$ cat config.mk
export PLATFORM = sky130hd
export DESIGN_NAME = glob_wildcard_matcher_flat
export DESIGN_NICKNAME = d
export VERILOG_FILES = /design/src/sv/gwm_pkg.sv /design/src/sv/gwm_if.sv /design/src/sv/gwm_cell.sv /design/src/sv/gwm_loader.sv /design/src/sv/gwm_out_buf.sv /design/src/sv/glob_wildcard_matcher.sv /design/src/flat_wrapper.sv
export SDC_FILE = /design/constraint.sdc
export NUM_CORES = 1
export LEC_CHECK = 0
export ABC_AREA = 1
export BUFFER_PORTS_ARGS = -buffer_cell sky130_fd_sc_hd__buf_2
export CAP_MARGIN = 20
export CORE_MARGIN = 5
export CORE_UTILIZATION = 55
export DETAILED_ROUTE_END_ITERATION = 8
export GPL_TIMING_DRIVEN = 0
export PLACE_DENSITY = 0.75
export SYNTH_ARGS = -nofsm -noshare
export SYNTH_HDL_FRONTEND = slang
export SYNTH_SLANG_ARGS = --single-unit
$ cat constraint.sdc
create_clock -name i_clk -period 4.5 [get_ports i_clk]
set_input_delay 0.9 -clock i_clk [delete_from_list [all_inputs] [get_ports i_clk]]
set_output_delay 0.9 -clock i_clk [all_outputs]
set_load 0.02 [all_outputs]
$ cat src/sv/gwm_pkg.sv
package gwm_pkg;

    localparam int MAX_PATTERN = 32;
    localparam int LEN_W = $clog2(MAX_PATTERN + 1);
    localparam int IDX_W = $clog2(MAX_PATTERN);

    localparam logic [7:0] CH_STAR      = 8'h2A;
    localparam logic [7:0] CH_BACKSLASH = 8'h5C;
    localparam logic [7:0] CH_QUESTION  = 8'h3F;

    typedef enum logic [1:0] {
        FUNC_PATTERN = 2'd0,
        FUNC_SUBJECT = 2'd1,
        FUNC_END     = 2'd2,
        FUNC_CLEAR   = 2'd3
    } t_func;

    typedef enum logic [1:0] {
        KIND_LIT = 2'd0,
        KIND_ONE = 2'd1,
        KIND_RUN = 2'd2
    } t_kind;

    typedef struct packed {
        t_kind      kind;
        logic [7:0] ch;
    } t_token;

    typedef struct packed {
        logic             en;
        logic [IDX_W-1:0] idx;
        t_token           tok;
    } t_wr_ctrl;

    typedef struct packed {
        logic             step;
        logic             rearm;
        logic [7:0]       ch;
        logic [LEN_W-1:0] len;
    } t_cell_ctrl;

    typedef struct packed {
        logic valid;
        logic matched;
        logic overflow;
    } t_result;

endpackage

$ cat src/sv/gwm_if.sv
interface gwm_in_if import gwm_pkg::*; ();
    logic       valid;
    logic       ready;
    t_func      func;
    logic [7:0] char_value;

    modport source(output valid, output func, output char_value, input ready);
    modport sink(input valid, input func, input char_value, output ready);
endinterface

interface gwm_out_if;
    logic valid;
    logic ready;
    logic matched;
    logic pattern_overflow;

    modport source(output valid, output matched, output pattern_overflow, input ready);
    modport sink(input valid, input matched, input pattern_overflow, output ready);
endinterface

$ cat src/sv/gwm_cell.sv
module gwm_cell import gwm_pkg::*; (
    input  logic             i_clk,
    input  logic             i_rst_n,
    input  logic [IDX_W-1:0] i_index,
    input  t_cell_ctrl       i_ctrl,
    input  t_wr_ctrl         i_wr,
    input  logic             i_close_in,
    input  logic             i_adv_in,
    output logic             o_close,
    output logic             o_adv,
    output logic             o_hit
);

    t_token r_tok;
    logic   r_act;
    logic   n_act;
    logic   w_valid;
    logic   w_closed;
    logic   w_is_run;
    logic   w_take;

    assign w_valid  = i_ctrl.len > LEN_W'(i_index);
    assign w_closed = r_act | i_close_in;
    assign w_is_run = (r_tok.kind == KIND_RUN);
    assign w_take   = (r_tok.kind == KIND_ONE) ||
                      ((r_tok.kind == KIND_LIT) && (r_tok.ch == i_ctrl.ch));

    // Adjacent run tokens never occur, so one level of closure is enough.
    assign o_close = r_act & w_valid & w_is_run;
    assign o_adv   = w_closed & w_valid & w_take;
    assign o_hit   = w_closed & (i_ctrl.len == LEN_W'(i_index));

    always_comb begin
        n_act = r_act;
        if (i_ctrl.rearm) begin
            n_act = (i_index == '0);
        end else if (i_ctrl.step) begin
            n_act = (w_closed & w_valid & w_is_run) | i_adv_in;
        end
    end

    always_ff @(posedge i_clk) begin
        if (!i_rst_n) begin
            r_act <= (i_index == '0);
        end else begin
            r_act <= n_act;
        end
    end

    always_ff @(posedge i_clk) begin
        if (i_wr.en && (i_wr.idx == i_index)) begin
            r_tok <= i_wr.tok;
        end
    end

endmodule

$ cat src/sv/gwm_loader.sv
module gwm_loader import gwm_pkg::*; (
    input  logic             i_clk,
    input  logic             i_rst_n,
    input  logic             i_accept,
    input  t_func            i_func,
    input  logic [7:0]       i_char,
    output logic [LEN_W-1:0] o_len,
    output logic             o_overflow,
    output t_wr_ctrl         o_wr
);

    logic [LEN_W-1:0] r_len;
    logic [LEN_W-1:0] n_len;
    logic             r_esc;
    logic             n_esc;
    logic             r_star;
    logic             n_star;
    logic             r_ovf;
    logic             n_ovf;
    t_wr_ctrl         w_wr;

    always_comb begin
        logic   full;
        t_token tok;
        full    = (r_len >= LEN_W'(MAX_PATTERN));
        tok     = '{kind: KIND_LIT, ch: i_char};
        n_len   = r_len;
        n_esc   = r_esc;
        n_star  = r_star;
        n_ovf   = r_ovf;
        w_wr.en  = 1'b0;
        w_wr.idx = r_len[IDX_W-1:0];
        w_wr.tok = tok;
        if (i_accept) begin
            case (i_func)
                FUNC_PATTERN: begin
                    if (r_esc) begin
                        n_esc    = 1'b0;
                        n_star   = 1'b0;
                        w_wr.en  = (r_len != '0);
                        w_wr.idx = IDX_W'(r_len - LEN_W'(1));
                    end else if (i_char == CH_STAR) begin
                        w_wr.tok.kind = KIND_RUN;
                        if (!r_star) begin
                            if (full) begin
                                n_ovf = 1'b1;
                            end else begin
                                w_wr.en = 1'b1;
                                n_len   = r_len + LEN_W'(1);
                                n_star  = 1'b1;
                            end
                        end
                    end else begin
                        n_star = 1'b0;
                        if (i_char == CH_QUESTION) begin
                            w_wr.tok.kind = KIND_ONE;
                        end
                        if (full) begin
                            n_ovf = 1'b1;
                        end else begin
                            w_wr.en = 1'b1;
                            n_len   = r_len + LEN_W'(1);
                            if (i_char == CH_BACKSLASH) begin
                                n_esc = 1'b1;
                            end
                        end
                    end
                end
                FUNC_CLEAR: begin
                    n_len  = '0;
                    n_esc  = 1'b0;
                    n_star = 1'b0;
                    n_ovf  = 1'b0;
                end
                default: begin
                end
            endcase
        end
    end

    always_ff @(posedge i_clk) begin
        if (!i_rst_n) begin
            r_len  <= '0;
            r_esc  <= 1'b0;
            r_star <= 1'b0;
            r_ovf  <= 1'b0;
        end else begin
            r_len  <= n_len;
            r_esc  <= n_esc;
            r_star <= n_star;
            r_ovf  <= n_ovf;
        end
    end

    assign o_len      = r_len;
    assign o_overflow = r_ovf;
    assign o_wr       = w_wr;

endmodule

$ cat src/sv/gwm_out_buf.sv
module gwm_out_buf import gwm_pkg::*; (
    input  logic         i_clk,
    input  logic         i_rst_n,
    input  t_result      i_res,
    output logic         o_can_accept,
    gwm_out_if.source    o_out
);

    logic r_out_valid;
    logic n_out_valid;
    logic r_out_matched;
    logic n_out_matched;
    logic r_out_ovf;
    logic n_out_ovf;
    logic r_skid_valid;
    logic n_skid_valid;
    logic r_skid_matched;
    logic n_skid_matched;
    logic r_skid_ovf;
    logic n_skid_ovf;
    logic w_take;

    assign w_take = r_out_valid & o_out.ready;

    always_comb begin
        n_out_valid    = r_out_valid;
        n_out_matched  = r_out_matched;
        n_out_ovf      = r_out_ovf;
        n_skid_valid   = r_skid_valid;
        n_skid_matched = r_skid_matched;
        n_skid_ovf     = r_skid_ovf;
        if (i_res.valid) begin
            if (r_out_valid && !o_out.ready) begin
                n_skid_valid   = 1'b1;
                n_skid_matched = i_res.matched;
                n_skid_ovf     = i_res.overflow;
            end else begin
                n_out_valid   = 1'b1;
                n_out_matched = i_res.matched;
                n_out_ovf     = i_res.overflow;
            end
        end else if (w_take) begin
            n_out_valid   = r_skid_valid;
            n_out_matched = r_skid_matched;
            n_out_ovf     = r_skid_ovf;
            n_skid_valid  = 1'b0;
        end
    end

    always_ff @(posedge i_clk) begin
        if (!i_rst_n) begin
            r_out_valid  <= 1'b0;
            r_skid_valid <= 1'b0;
        end else begin
            r_out_valid  <= n_out_valid;
            r_skid_valid <= n_skid_valid;
        end
    end

    always_ff @(posedge i_clk) begin
        r_out_matched  <= n_out_matched;
        r_out_ovf      <= n_out_ovf;
        r_skid_matched <= n_skid_matched;
        r_skid_ovf     <= n_skid_ovf;
    end

    assign o_can_accept           = !r_skid_valid;
    assign o_out.valid            = r_out_valid;
    assign o_out.matched          = r_out_matched;
    assign o_out.pattern_overflow = r_out_ovf;

endmodule

$ cat src/sv/glob_wildcard_matcher.sv
// Glob matcher for whole subjects with '*', '?' and backslash escapes.
// The input channel carries one beat per pattern character, subject
// character, end of subject or clear pattern command. The output channel
// carries one beat per end of subject with the match and overflow flags.
// Pattern characters are loaded first; subject characters then update all
// pattern positions in parallel through a row of cells, one per token.
// A new beat of any kind is taken each cycle while ready is high.
// The result of an end of subject beat is registered before it appears.
// The output has a register and a one-beat skid stage; the input drops
// ready only while both hold results that the receiver has not taken.
// Reset empties the pattern, clears the overflow flag and the pending
// escape, and leaves only position zero active. The pattern is kept across
// subjects until a clear pattern beat.
module glob_wildcard_matcher import gwm_pkg::*; (
    input  logic      i_clk,
    input  logic      i_rst_n,
    gwm_in_if.sink    i_in,
    gwm_out_if.source o_out
);

    logic             w_accept;
    logic             w_can_accept;
    logic [LEN_W-1:0] w_len;
    logic             w_ovf;
    t_wr_ctrl         w_wr;
    t_cell_ctrl       w_ctrl;
    t_result          w_res;
    logic [MAX_PATTERN-1:0] w_close;
    logic [MAX_PATTERN-1:0] w_adv;
    logic [MAX_PATTERN-1:0] w_hit;
    logic             r_act_end;
    logic             n_act_end;
    logic             w_hit_end;

    assign i_in.ready = w_can_accept;
    assign w_accept   = i_in.valid & w_can_accept;

    gwm_loader u_loader (
        .i_clk      (i_clk),
        .i_rst_n    (i_rst_n),
        .i_accept   (w_accept),
        .i_func     (i_in.func),
        .i_char     (i_in.char_value),
        .o_len      (w_len),
        .o_overflow (w_ovf),
        .o_wr       (w_wr)
    );

    assign w_ctrl.step  = w_accept && (i_in.func == FUNC_SUBJECT);
    assign w_ctrl.rearm = w_accept && ((i_in.func == FUNC_END) || (i_in.func == FUNC_CLEAR));
    assign w_ctrl.ch    = i_in.char_value;
    assign w_ctrl.len   = w_len;

    for (genvar g = 0; g < MAX_PATTERN; g++) begin : g_cell
        gwm_cell u_cell (
            .i_clk      (i_clk),
            .i_rst_n    (i_rst_n),
            .i_index    (IDX_W'(g)),
            .i_ctrl     (w_ctrl),
            .i_wr       (w_wr),
            .i_close_in ((g == 0) ? 1'b0 : w_close[(g == 0) ? 0 : g - 1]),
            .i_adv_in   ((g == 0) ? 1'b0 : w_adv[(g == 0) ? 0 : g - 1]),
            .o_close    (w_close[g]),
            .o_adv      (w_adv[g]),
            .o_hit      (w_hit[g])
        );
    end

    assign w_hit_end = (r_act_end | w_close[MAX_PATTERN-1]) &&
                       (w_len == LEN_W'(MAX_PATTERN));

    always_comb begin
        n_act_end = r_act_end;
        if (w_ctrl.rearm) begin
            n_act_end = 1'b0;
        end else if (w_ctrl.step) begin
            n_act_end = w_adv[MAX_PATTERN-1];
        end
    end

    always_ff @(posedge i_clk) begin
        if (!i_rst_n) begin
            r_act_end <= 1'b0;
        end else begin
            r_act_end <= n_act_end;
        end
    end

    assign w_res.valid    = w_accept && (i_in.func == FUNC_END);
    assign w_res.matched  = ((|w_hit) | w_hit_end) & !w_ovf;
    assign w_res.overflow = w_ovf;

    gwm_out_buf u_out_buf (
        .i_clk        (i_clk),
        .i_rst_n      (i_rst_n),
        .i_res        (w_res),
        .o_can_accept (w_can_accept),
        .o_out        (o_out)
    );

endmodule

$ cat src/flat_wrapper.sv
// flat-port wrapper written by rule: the top's interface ports become plain ports
module glob_wildcard_matcher_flat import gwm_pkg::*;
  (i_clk, i_rst_n, i_in_valid, i_in_func, i_in_char_value, i_in_ready, o_out_valid, o_out_matched, o_out_pattern_overflow, o_out_ready);
  gwm_in_if i_in_i ();
  gwm_out_if o_out_i ();
  input  logic i_clk;
  input  logic i_rst_n;
  input wire logic [$bits(i_in_i.valid)-1:0] i_in_valid;
  input wire logic [$bits(i_in_i.func)-1:0] i_in_func;
  input wire logic [$bits(i_in_i.char_value)-1:0] i_in_char_value;
  output wire logic [$bits(i_in_i.ready)-1:0] i_in_ready;
  output wire logic [$bits(o_out_i.valid)-1:0] o_out_valid;
  output wire logic [$bits(o_out_i.matched)-1:0] o_out_matched;
  output wire logic [$bits(o_out_i.pattern_overflow)-1:0] o_out_pattern_overflow;
  input wire logic [$bits(o_out_i.ready)-1:0] o_out_ready;
  assign i_in_i.valid = i_in_valid;
  assign i_in_i.func = i_in_func;
  assign i_in_i.char_value = i_in_char_value;
  assign i_in_ready = i_in_i.ready;
  assign o_out_valid = o_out_i.valid;
  assign o_out_matched = o_out_i.matched;
  assign o_out_pattern_overflow = o_out_i.pattern_overflow;
  assign o_out_i.ready = o_out_ready;
  glob_wildcard_matcher u_core (.i_clk(i_clk), .i_rst_n(i_rst_n), .i_in(i_in_i), .o_out(o_out_i));
endmodule
==> results of run 1 <==
==> sequential cells by signal, summed over array words and instances (netlist names) <==
| name | cells |
|---|---|
| u_core.u_out_buf.r_skid_ovf | 1 |
| u_core.u_loader.r_star | 1 |
| u_core.g_cell.u_cell.r_act | 32 |
| u_core.u_loader.r_esc | 1 |
| u_core.u_out_buf.o_out.matched | 1 |
| u_core.u_out_buf.r_skid_valid | 1 |
| u_core.u_out_buf.o_out.pattern_overflow | 1 |
| u_core.u_out_buf.r_skid_matched | 1 |
| u_core.g_cell.u_cell.r_tok | 320 |
| u_core.u_out_buf.o_out.valid | 1 |
| u_core.u_loader.o_len | 6 |
| u_core.r_act_end | 1 |
| u_core.u_loader.o_overflow | 1 |
==> per-layer routing <==
| metal | track usage | vias up | wire [um] |
|---|---|---|---|
| met5 | 0 | - | 13 |
| met4 | 0.0925 | 2 | 1900 |
| met3 | 0.0382 | 110 | 3890 |
| met2 | 0.467 | 559 | 23600 |
| met1 | 0.360 | 6052 | 19800 |
| li1 | - | 5887 | - |
==> cell families (layout without fill, tap and decap cells) <==
group,Yosys count,in the layout
AOI/OAI and AO/OA,148,148
xor gates and xnor gates,165,165
adders and majority gates,8,8
buffers and inverters,228,327
DFF,368,368
and+or+nand+nor,784,784
==> power by group through the flow <==
stage | registers (W) | clock network, W | logic (W)
2_1_floorplan | 0.00380 | 0 | 0.000272
3_3_place_gp | 0.00381 | 0 | 0.000438
3_5_place_dp | 0.00381 | 0 | 0.000447
4_1_cts | 0.00373 | 0.00310 | 0.000450
5_1_grt | 0.00373 | 0.00326 | 0.000489
6_report | 0.00373 | 0.00309 | 0.000455
==> synthesized netlist by cell type (all sizes together) <==
library cell,count,area share
and3,3,0.0011
o21bai,5,0.0028
o22ai,2,0.00071
nor4,27,0.0096
a31oi,18,0.0064
o21a,1,0.00043
o211ai,7,0.0030
inv,173,0.037
ha,8,0.0057
nand3,120,0.034
xor2,54,0.027
edfxtp,324,0.55
dfxtp,44,0.050
a21boi,6,0.0026
a21oi,45,0.013
a211oi,1,0.00043
o41ai,1,0.00092
nand2,317,0.069
nand3b,2,0.00085
xnor2,111,0.055
and2,3,0.0011
clkbuf,17,0.0036
o2111ai,2,0.00099
clkinv,1,0.00021
o21ai,60,0.017
buf,37,0.014
nor3,40,0.012
nand4,30,0.011
nor3b,1,0.00043
nor2,169,0.042
or2,72,0.026
==> worst max-delay path, delay by kind of cell <==
family	cells	cell delay [ns]
simple gates	6	1.37
compound gates	1	0.37
buf+inv	4	1.33
==> final cells by class <==
| cell class | count | area (um^2) |
|---|---|---|
| fillers | 2521 | 12000 |
| flip-flops and latches | 368 | 10600 |
| inverters | 174 | 658 |
| repair buffers | 30 | 231 |
| well taps | 402 | 503 |
| clock inverters | 21 | 195 |
| plain buffers | 54 | 307 |
| multi-input cells | 1105 | 6070 |
| clock buffers | 48 | 1020 |
==> worst max-delay path by stage <==
stage,startpoint,to,slack (ns),cells after the start
global placement,i_in_char_value[4],u_core.g_cell[30].u_cell.r_tok[9]$_DFFE_PP_,-1.58,7
detailed placement,i_in_char_value[4],u_core.g_cell[3].u_cell.r_tok[4]$_DFFE_PP_,0.07,11
global route,i_in_char_value[4],u_core.g_cell[14].u_cell.r_tok[0]$_DFFE_PP_,0.47,11
CTS,i_in_char_value[4],u_core.g_cell[3].u_cell.r_tok[4]$_DFFE_PP_,0.61,11
floorplan,i_in_char_value[4],u_core.g_cell[0].u_cell.r_tok[9]$_DFFE_PP_,1.32,6
finish,i_in_char_value[7],u_core.g_cell[14].u_cell.r_tok[5]$_DFFE_PP_,0.65,11
==> stage by stage <==
stage	std cells	worst slack (ns)	TNS (ns)	hold slack [ns]
finish	2202	0.650	0	0.479
global route	2202	0.469	0	0.500
floorplan	1701	1.32	0	0.431
detailed placement	2128	0.0719	0	0.466
CTS	2197	0.615	0	0.480
global placement	2120	-1.58	-98.90	0.454
==> metrics, run 1 <==
crit path DAT 4.00 ns; H-tree depth 2; gr ovfl total 0; mux share of post-synthesis cell area 0; Setup Fix Bufs, Post-CTS 0; detailed-route wire length 49200 um; Clk pwr share 0.424; Pre-antenna DRT Iters 6; Hold EP u_core.u_out_buf.r_skid_ovf$_DFFE_PP_; Mapped Area approximately 18000 um^2; YS warnings 0; DR vias/cell approximately 5.7; adder-cell share of the synthesized area 0.00568; PortBufs 17; CTS Buf Count 39; Post-CTS Hold Buffers 0; core box area ~32000 um^2; post_cts resized 0; crit-path cells buf_2 > buf_2 > nor2_1 > nand3_1 > nor3_2 > inv_2 > nor2_4 > o41ai_2 > nand2_2 > buf_4 > nor2_1; complex-gate fraction of the synthesized area 0.0484; Setup Skew 0.0156 ns; Required @ worst endpoint approximately 4.7 ns; row count between 60 and 70; syn_area_per_cell ~10 um^2; Max-slew headroom 0.157; hold path startpoint u_core.u_loader.o_overflow$_SDFFE_PN0P_; number of global-route vias before repair between 10000 and 15000; clock latency at the later pin of the worst-skew pair around 0.54 ns; Clk pin slew, worst setup/hold paths approximately 0.07 ns; final slew viol count 0; Tmin final ~3.9 ns; Post-Synth Simple-Gate Area 0.207; RSZ-0062 raised after global routing false; Crit Path Category in2reg; ANT cells 0; hold depth 0; Critical R2R Launch u_core.u_loader.o_len[0]$_SDFFE_PN0P_; post-route cell area slightly below 20000 um^2; Pint around 0.0056 W; RR Endpoint u_core.g_cell[14].u_cell.r_tok[5]$_DFFE_PP_; switching share of power 0.225; Util after Layout 0.619; final setup fails 0; CTS Buffer Depth 3; Chip Height about 190 um; unique cell type count in the Yosys netlist 50; Synth Register Bits roughly 370; FMAX approximately 260 MHz; Setup crit start kind primary input; all-layer global routing usage 0.273; Sink Count 368; worst reg2reg setup slack 1.33 ns; initial antenna violation count 1; DIE AREA approximately 36000 um^2; Ports 18; Post-Synth XOR/XNOR Area 0.0824; Final GP Congestion a little under 1; Via Count approximately 13000; CTS tree built; Final Cycle Share 0.856; Switch Pwr 0.00164 W; initial core utilization 0.557; status finished clean; Remaining DRCs 0; Root Driver clkbuf_16; Worst path max stage delay ~0.84 ns; sequential cell area fraction in the yosys report 0.602; Critical Path Slowest Stage Cell nor2_1; die outline width ~190 um; post-placement cell area 18300 um^2; endpoints failing hold 0; VDD IR max 0.313 mV; Post-DRT Antenna Nets 0; leading cell type in the layout, fill and taps excluded edfxtp_1; ratio of cells with drive above 1 in the final layout 0.139; most frequent cells in the layout edfxtp_1, nand2_1, inv_1, nor2_1, nand3_1; Gate power share 0.063; total power 0.00728 W; crit-path max FO 33; Slew @ Worst Pin about 1.3 ns; largest family of logic cells by synthesized area simple AND/OR/NAND/NOR gates; number of nets in the layout ~1800; dpl hpwl 33700 um; Register-to-Register Path Depth 11; WL/cell about 22 um; cells after synthesis about 1700; Hold/Removal Path Class reg2reg; Syn Nets 1723; Leakage 7.21 nW; crit end category flop; Max Cap Violations 0; P&R area growth vs syn 11.1%; largest net degree at the start of global routing 36; part of the power in registers 0.513; first-pass GRT wire length roughly 73000 um; DRT iter0 DRCs 1414; PD cells 371 nW/um^2
Power figures use the tool's default switching activity.
==> inputs of run 2 (changes only) <==
RECOVER_POWER = 100   (was unset)
clock period = 3.7 ns   (was 4.5 ns; I/O delays follow)
==> run 2 against run 1 <==
  * Cell count about the same
  * Non-clock buffer count decreased by 1
  * Critical path depth fell by 1
  * Combinational power rose by 22%
  * Flip-flop and latch count unchanged
  * Clock power rose by 21%
  * Critical path type unchanged
  * Highest routed layer unchanged
  * Die area did not move
  * Sequential power is 22% higher
==> metrics, run 2 (synthesis results as in run 1) <==
Setup Skew approximately 0.015 ns; endpoints failing hold 0; dpl hpwl between 30000 and 40000 um; die outline width 189 um; final setup fails 0; Max Cap Violations 0; most frequent cells in the layout edfxtp_1, nand2_1, inv_1, nor2_1, nand3_1; Setup Fix Bufs, Post-CTS 0; Tmin final between 3 and 4 ns; FMAX about 280 MHz; Crit Path Category in2reg; Hold/Removal Path Class in2reg; core box area roughly 32000 um^2; DR vias/cell around 5.8; Final GP Congestion a little under 1; Ports 18; clock latency at the later pin of the worst-skew pair approximately 0.54 ns; ANT cells 0; Required @ worst endpoint slightly below 4 ns; Post-DRT Antenna Nets 0; leading cell type in the layout, fill and taps excluded edfxtp_1; ratio of cells with drive above 1 in the final layout 0.137; Chip Height approximately 190 um; largest net degree at the start of global routing 36; crit-path max FO 34; Via Count between 10000 and 15000; crit path DAT around 3.8 ns; number of global-route vias before repair about 12000; crit end category flop; all-layer global routing usage 0.273; Max-slew headroom 0.183; Root Driver clkbuf_16; first-pass GRT wire length around 73000 um; PortBufs 17; row count 65; Setup TNS 0 ns; Hold Worst Slack 0.421 ns; CTS Buf Count 39; Final Cycle Share 0.982; RSZ-0062 raised after global routing true; Sink Count approximately 370; P&R area growth vs syn 11.1%; post-route worst setup slack 0.0648 ns; PD cells roughly 450 nW/um^2; status finished clean; number of nets in the layout 1793; Setup crit start kind primary input; initial antenna violation count 1; H-tree depth 2; gr ovfl total 0; max reg flops 320; register with the most flip-flops u_core.g_cell.u_cell.r_tok; DRT iter0 DRCs around 1300; final slew viol count 0; CTS Buffer Depth 3; Remaining DRCs 0; Slew @ Worst Pin roughly 1.2 ns; Clk pin slew, worst setup/hold paths ~0.070 ns; initial core utilization 0.557; Leakage 7.19 nW; CTS tree built; WL/cell around 22 um; detailed-route wire length between 40000 and 50000 um; DP Worst Slack -0.568 ns; VDD IR max 0.380 mV; DIE AREA between 30000 and 40000 um^2; Pre-antenna DRT Iters 6; total power 0.00885 W
run 2: changes by cell type in the layout (fill, tap and decap cells not counted), sizes merged:
cell and delta:
buf -6, clkbuf +5
run 2: critical path: stages:
cell,delay [ns]
buf_2,0.64
inv_1,0.40
nand2_1,0.17
nor3_2,0.10
inv_2,0.10
nor2_4,0.05
o41ai_2,0.36
nand2_2,0.19
buf_4,0.23
nor2_1,0.78
run 2: final cells by class:
type / count / area [um^2]
fillers: 2523 / 12100
flip-flops and latches: 368 / 10600
repair buffers: 29 / 214
plain buffers: 54 / 307
inverters: 174 / 658
clock inverters: 21 / 195
multi-input cells: 1105 / 6080
well taps: 402 / 503
clock buffers: 48 / 1020
run 2: power by group:
group	switching, W	total (W)	internal [W]
Combinational	0.000399	0.000555	0.000157
Clock	0.00158	0.00375	0.00217
Sequential	0.0000156	0.00454	0.00453
run 2: per-layer routing:
layer  global-route usage  vias to the layer above  wire (um)
met1                0.360                     6125      19900
met3               0.0382                      103       3860
li1                     -                     5876          -
met4               0.0925                        2       1730
met2                0.467                      567      23800
met5                    0                        -         13
run 2: worst paths after layout:
| kind | from | to | slack (ns) | cells after the start |
|---|---|---|---|---|
| setup / recovery | i_in_char_value[2] | u_core.g_cell[2].u_cell.r_tok[5]$_DFFE_PP_ | 0.06 | 10 |
| hold / removal | o_out_ready | u_core.u_out_buf.o_out.valid$_SDFFE_PN0P_ | 0.42 | 2 |
| setup reg to reg | u_core.u_loader.o_len[0]$_SDFFE_PN0P_ | u_core.g_cell[2].u_cell.r_tok[5]$_DFFE_PP_ | 0.58 | 11 |
| hold reg to reg | u_core.u_loader.o_overflow$_SDFFE_PN0P_ | u_core.u_out_buf.r_skid_ovf$_DFFE_PP_ | 0.48 | 0 |
run 2: repair_timing:
item	in CTS	in global routing
setup endpoints to repair	10	60
hold buffers	0	0
pin swaps	0	0
gates resized for setup	1	3
run 2: per-stage QoR:
| stage | instance area, um^2 | instances | utilization |
|---|---|---|---|
| 2_1_floorplan | 17600 | 1701 | - |
| 3_3_place_gp | 18200 | 2120 | 0.576 |
| 3_5_place_dp | 18300 | 2128 | 0.579 |
| 4_1_cts | 19500 | 2197 | 0.618 |
| 5_1_grt | 19600 | 2201 | 0.619 |
| 6_report | 19600 | 2201 | 0.619 |
==> inputs of run 3 (changes only) <==
ABC_AREA = unset   (was 1)
CAP_MARGIN = unset   (was 20)
==> run 3 against run 2 <==
  * The run now ends with setup timing left
  * Design area down 4.6%
  * Power is 3.8% lower
  * Critical path type unchanged
  * Clock power down 7.2%
  * Sequential power is essentially flat
  * Non-clock buffer count grew 29
==> metrics, run 3 <==
Clk pin slew, worst setup/hold paths about 0.060 ns; detailed-route wire length a little under 50000 um; Slew @ Worst Pin between 1 and 1.5 ns; core box area approximately 30000 um^2; ratio of cells with drive above 1 in the final layout 0.105; initial antenna violation count 0; all-layer global routing usage 0.285; CTS tree built; final setup fails 8; die outline width 184 um; Mapped Area roughly 17000 um^2; register with the most flip-flops u_core.g_cell.u_cell.r_tok; sequential cell area fraction in the yosys report 0.635; fill count 2322; ys async rst share 0; Main synth FF type edfxtp_1; unique cell type count in the Yosys netlist 67; leading cell type in the layout, fill and taps excluded edfxtp_1; Util after Layout 0.627; most frequent cells in the layout edfxtp_1, xor2_1, nor2_1, nor4_1, a21oi_1; Tmin final roughly 3.7 ns; largest net degree at the start of global routing 34; crit end category flop; Setup TNS -0.0533 ns; Root Driver clkbuf_16; post-placement cell area between 15000 and 20000 um^2; failing checks setup timing; Crit Path Category in2reg; DIE AREA 34000 um^2; first-pass GRT wire length around 70000 um; Max Cap Violations 0; cells after synthesis between 1000 and 1500; CTS Buffer Depth 3; Post-synth EDFFs 324; endpoints failing hold 0; Via Count about 11000; post-route cell area approximately 19000 um^2; Required @ worst endpoint 3.86 ns; DRT iter0 DRCs about 1500; Synth top area share 0.582; Pre-antenna DRT Iters 5; max reg flops 320; Hold/Removal Path Class in2reg; Remaining DRCs 0; Setup crit start kind primary input; final slew viol count 0; Setup Skew roughly 0.011 ns; CTS Buf Count 37; Ports 18; syn_area_per_cell ~13 um^2; Synth top cells by count edfxtp_1, xor2_1, nor2_1; initial core utilization 0.561; DR vias/cell just over 6; post-route worst setup slack -0.00768 ns; number of global-route vias before repair about 11000; VDD IR max 0.440 mV; Post-DRT Antenna Nets 0; YS warnings 0; PD cells approximately 460 nW/um^2; Final Cycle Share 1.00; Synth Register Bits about 370; Sink Count 368; H-tree depth 2; gr ovfl total 0; number of nets in the layout 1413; FMAX 270 MHz; WL/cell 26.8 um; clock latency at the later pin of the worst-skew pair 0.52 ns; row count 63; PortBufs 17; crit-path max FO 33; status finished with violations; Final GP Congestion a little over 1; most frequent cell after synthesis edfxtp_1; crit path DAT 3.86 ns; Synth area leaders edfxtp_1, xor2_1, dfxtp_1; area leader, netlist edfxtp_1; ANT cells 0; dpl hpwl about 32000 um; Chip Height between 150 and 200 um; RSZ-0062 raised after global routing true; Max-slew headroom 0.257; Syn Nets 1329; P&R area growth vs syn 11.8%; Leakage around 6.3 nW
==> run 3: final timing paths <==
kind                                                            startpoint                                          end  slack (ns)  cells after the start
worst min-delay path                                               i_rst_n   u_core.g_cell[0].u_cell.r_act$_SDFFE_PP1P_        0.46                      2
worst max register to register       u_core.u_loader.o_len[0]$_SDFFE_PN0P_  u_core.g_cell[15].u_cell.r_tok[1]$_DFFE_PP_        0.06                     10
worst max-delay path                                    i_in_char_value[6]  u_core.g_cell[15].u_cell.r_tok[1]$_DFFE_PP_      -0.008                      9
worst min register to register  u_core.g_cell[6].u_cell.r_act$_SDFFE_PP0P_   u_core.g_cell[6].u_cell.r_act$_SDFFE_PP0P_        0.48                      2
==> run 3: critical path: stages <==
cell,delay [ns]
buf_2,0.67
buf_4,0.33
and3b_1,0.23
a41o_1,0.29
o2bb2ai_1,0.31
mux2i_1,0.12
nor2_1,0.22
nand2_1,0.36
nor2_2,0.57
==> run 3: layout make-up <==
class                   count  area, um^2  share of cell area
flip-flops and latches    368       10600               0.568
multi-input cells         848        5820               0.312
clock buffers              54        1050              0.0563
well taps                 390         488              0.0261
plain buffers              67         299              0.0160
repair buffers             45         241              0.0129
inverters                  24        90.1             0.00482
clock inverters            14        73.8             0.00395
==> run 3: stage by stage <==
stage / worst slack (ns) / cells / power [W] / hold WS [ns]
6_report: -0.00768 / 1810 / 0.00852 / 0.461
5_1_grt: -0.151 / 1810 / 0.00878 / 0.456
4_1_cts: 0.000448 / 1808 / 0.00854 / 0.448
3_5_place_dp: -1.02 / 1719 / 0.00511 / 0.472
3_3_place_gp: -3.31 / 1714 / 0.00510 / 0.468
2_1_floorplan: 0.0205 / 1307 / 0.00489 / 0.452
==> run 3: timing repair <==
item / in CTS / in global routing
buffers inserted: 21 / 0
gates cloned: 0 / 0
pin swaps: 18 / 0
gates resized for setup: 25 / 23
setup endpoints to repair: 322 / 138
endpoints found under the hold margin: 0 / 0
hold buffers: 0 / 0
==> run 3: metal layers <==
metal | GRT usage | vias up | wire length [um]
li1 | - | 5014 | -
met1 | 0.399 | 5588 | 20100
met2 | 0.436 | 547 | 21700
met3 | 0.0557 | 129 | 4180
met4 | 0.127 | 0 | 2510
met5 | 0 | - | 0
==> run 3: kinds of logic after synthesis <==
kind of cell | Yosys count | share of synthesized area
AOI/OAI and AO/OA | 205 | 0.0796
xor gates and xnor gates | 257 | 0.135
adders and majority gates | 8 | 0.00599
buffers and inverters | 91 | 0.0222
DFF | 368 | 0.635
muxes | 4 | 0.00247
and+or+nand+nor | 374 | 0.120
==> run 3: power breakdown <==
| group | leakage, nW | total [W] | internal [W] | switching, W |
|---|---|---|---|---|
| logic | 2.46 | 0.000489 | 0.000132 | 0.000357 |
| clock network | 0.550 | 0.00348 | 0.00198 | 0.00150 |
| registers | 3.33 | 0.00454 | 0.00452 | 0.0000212 |
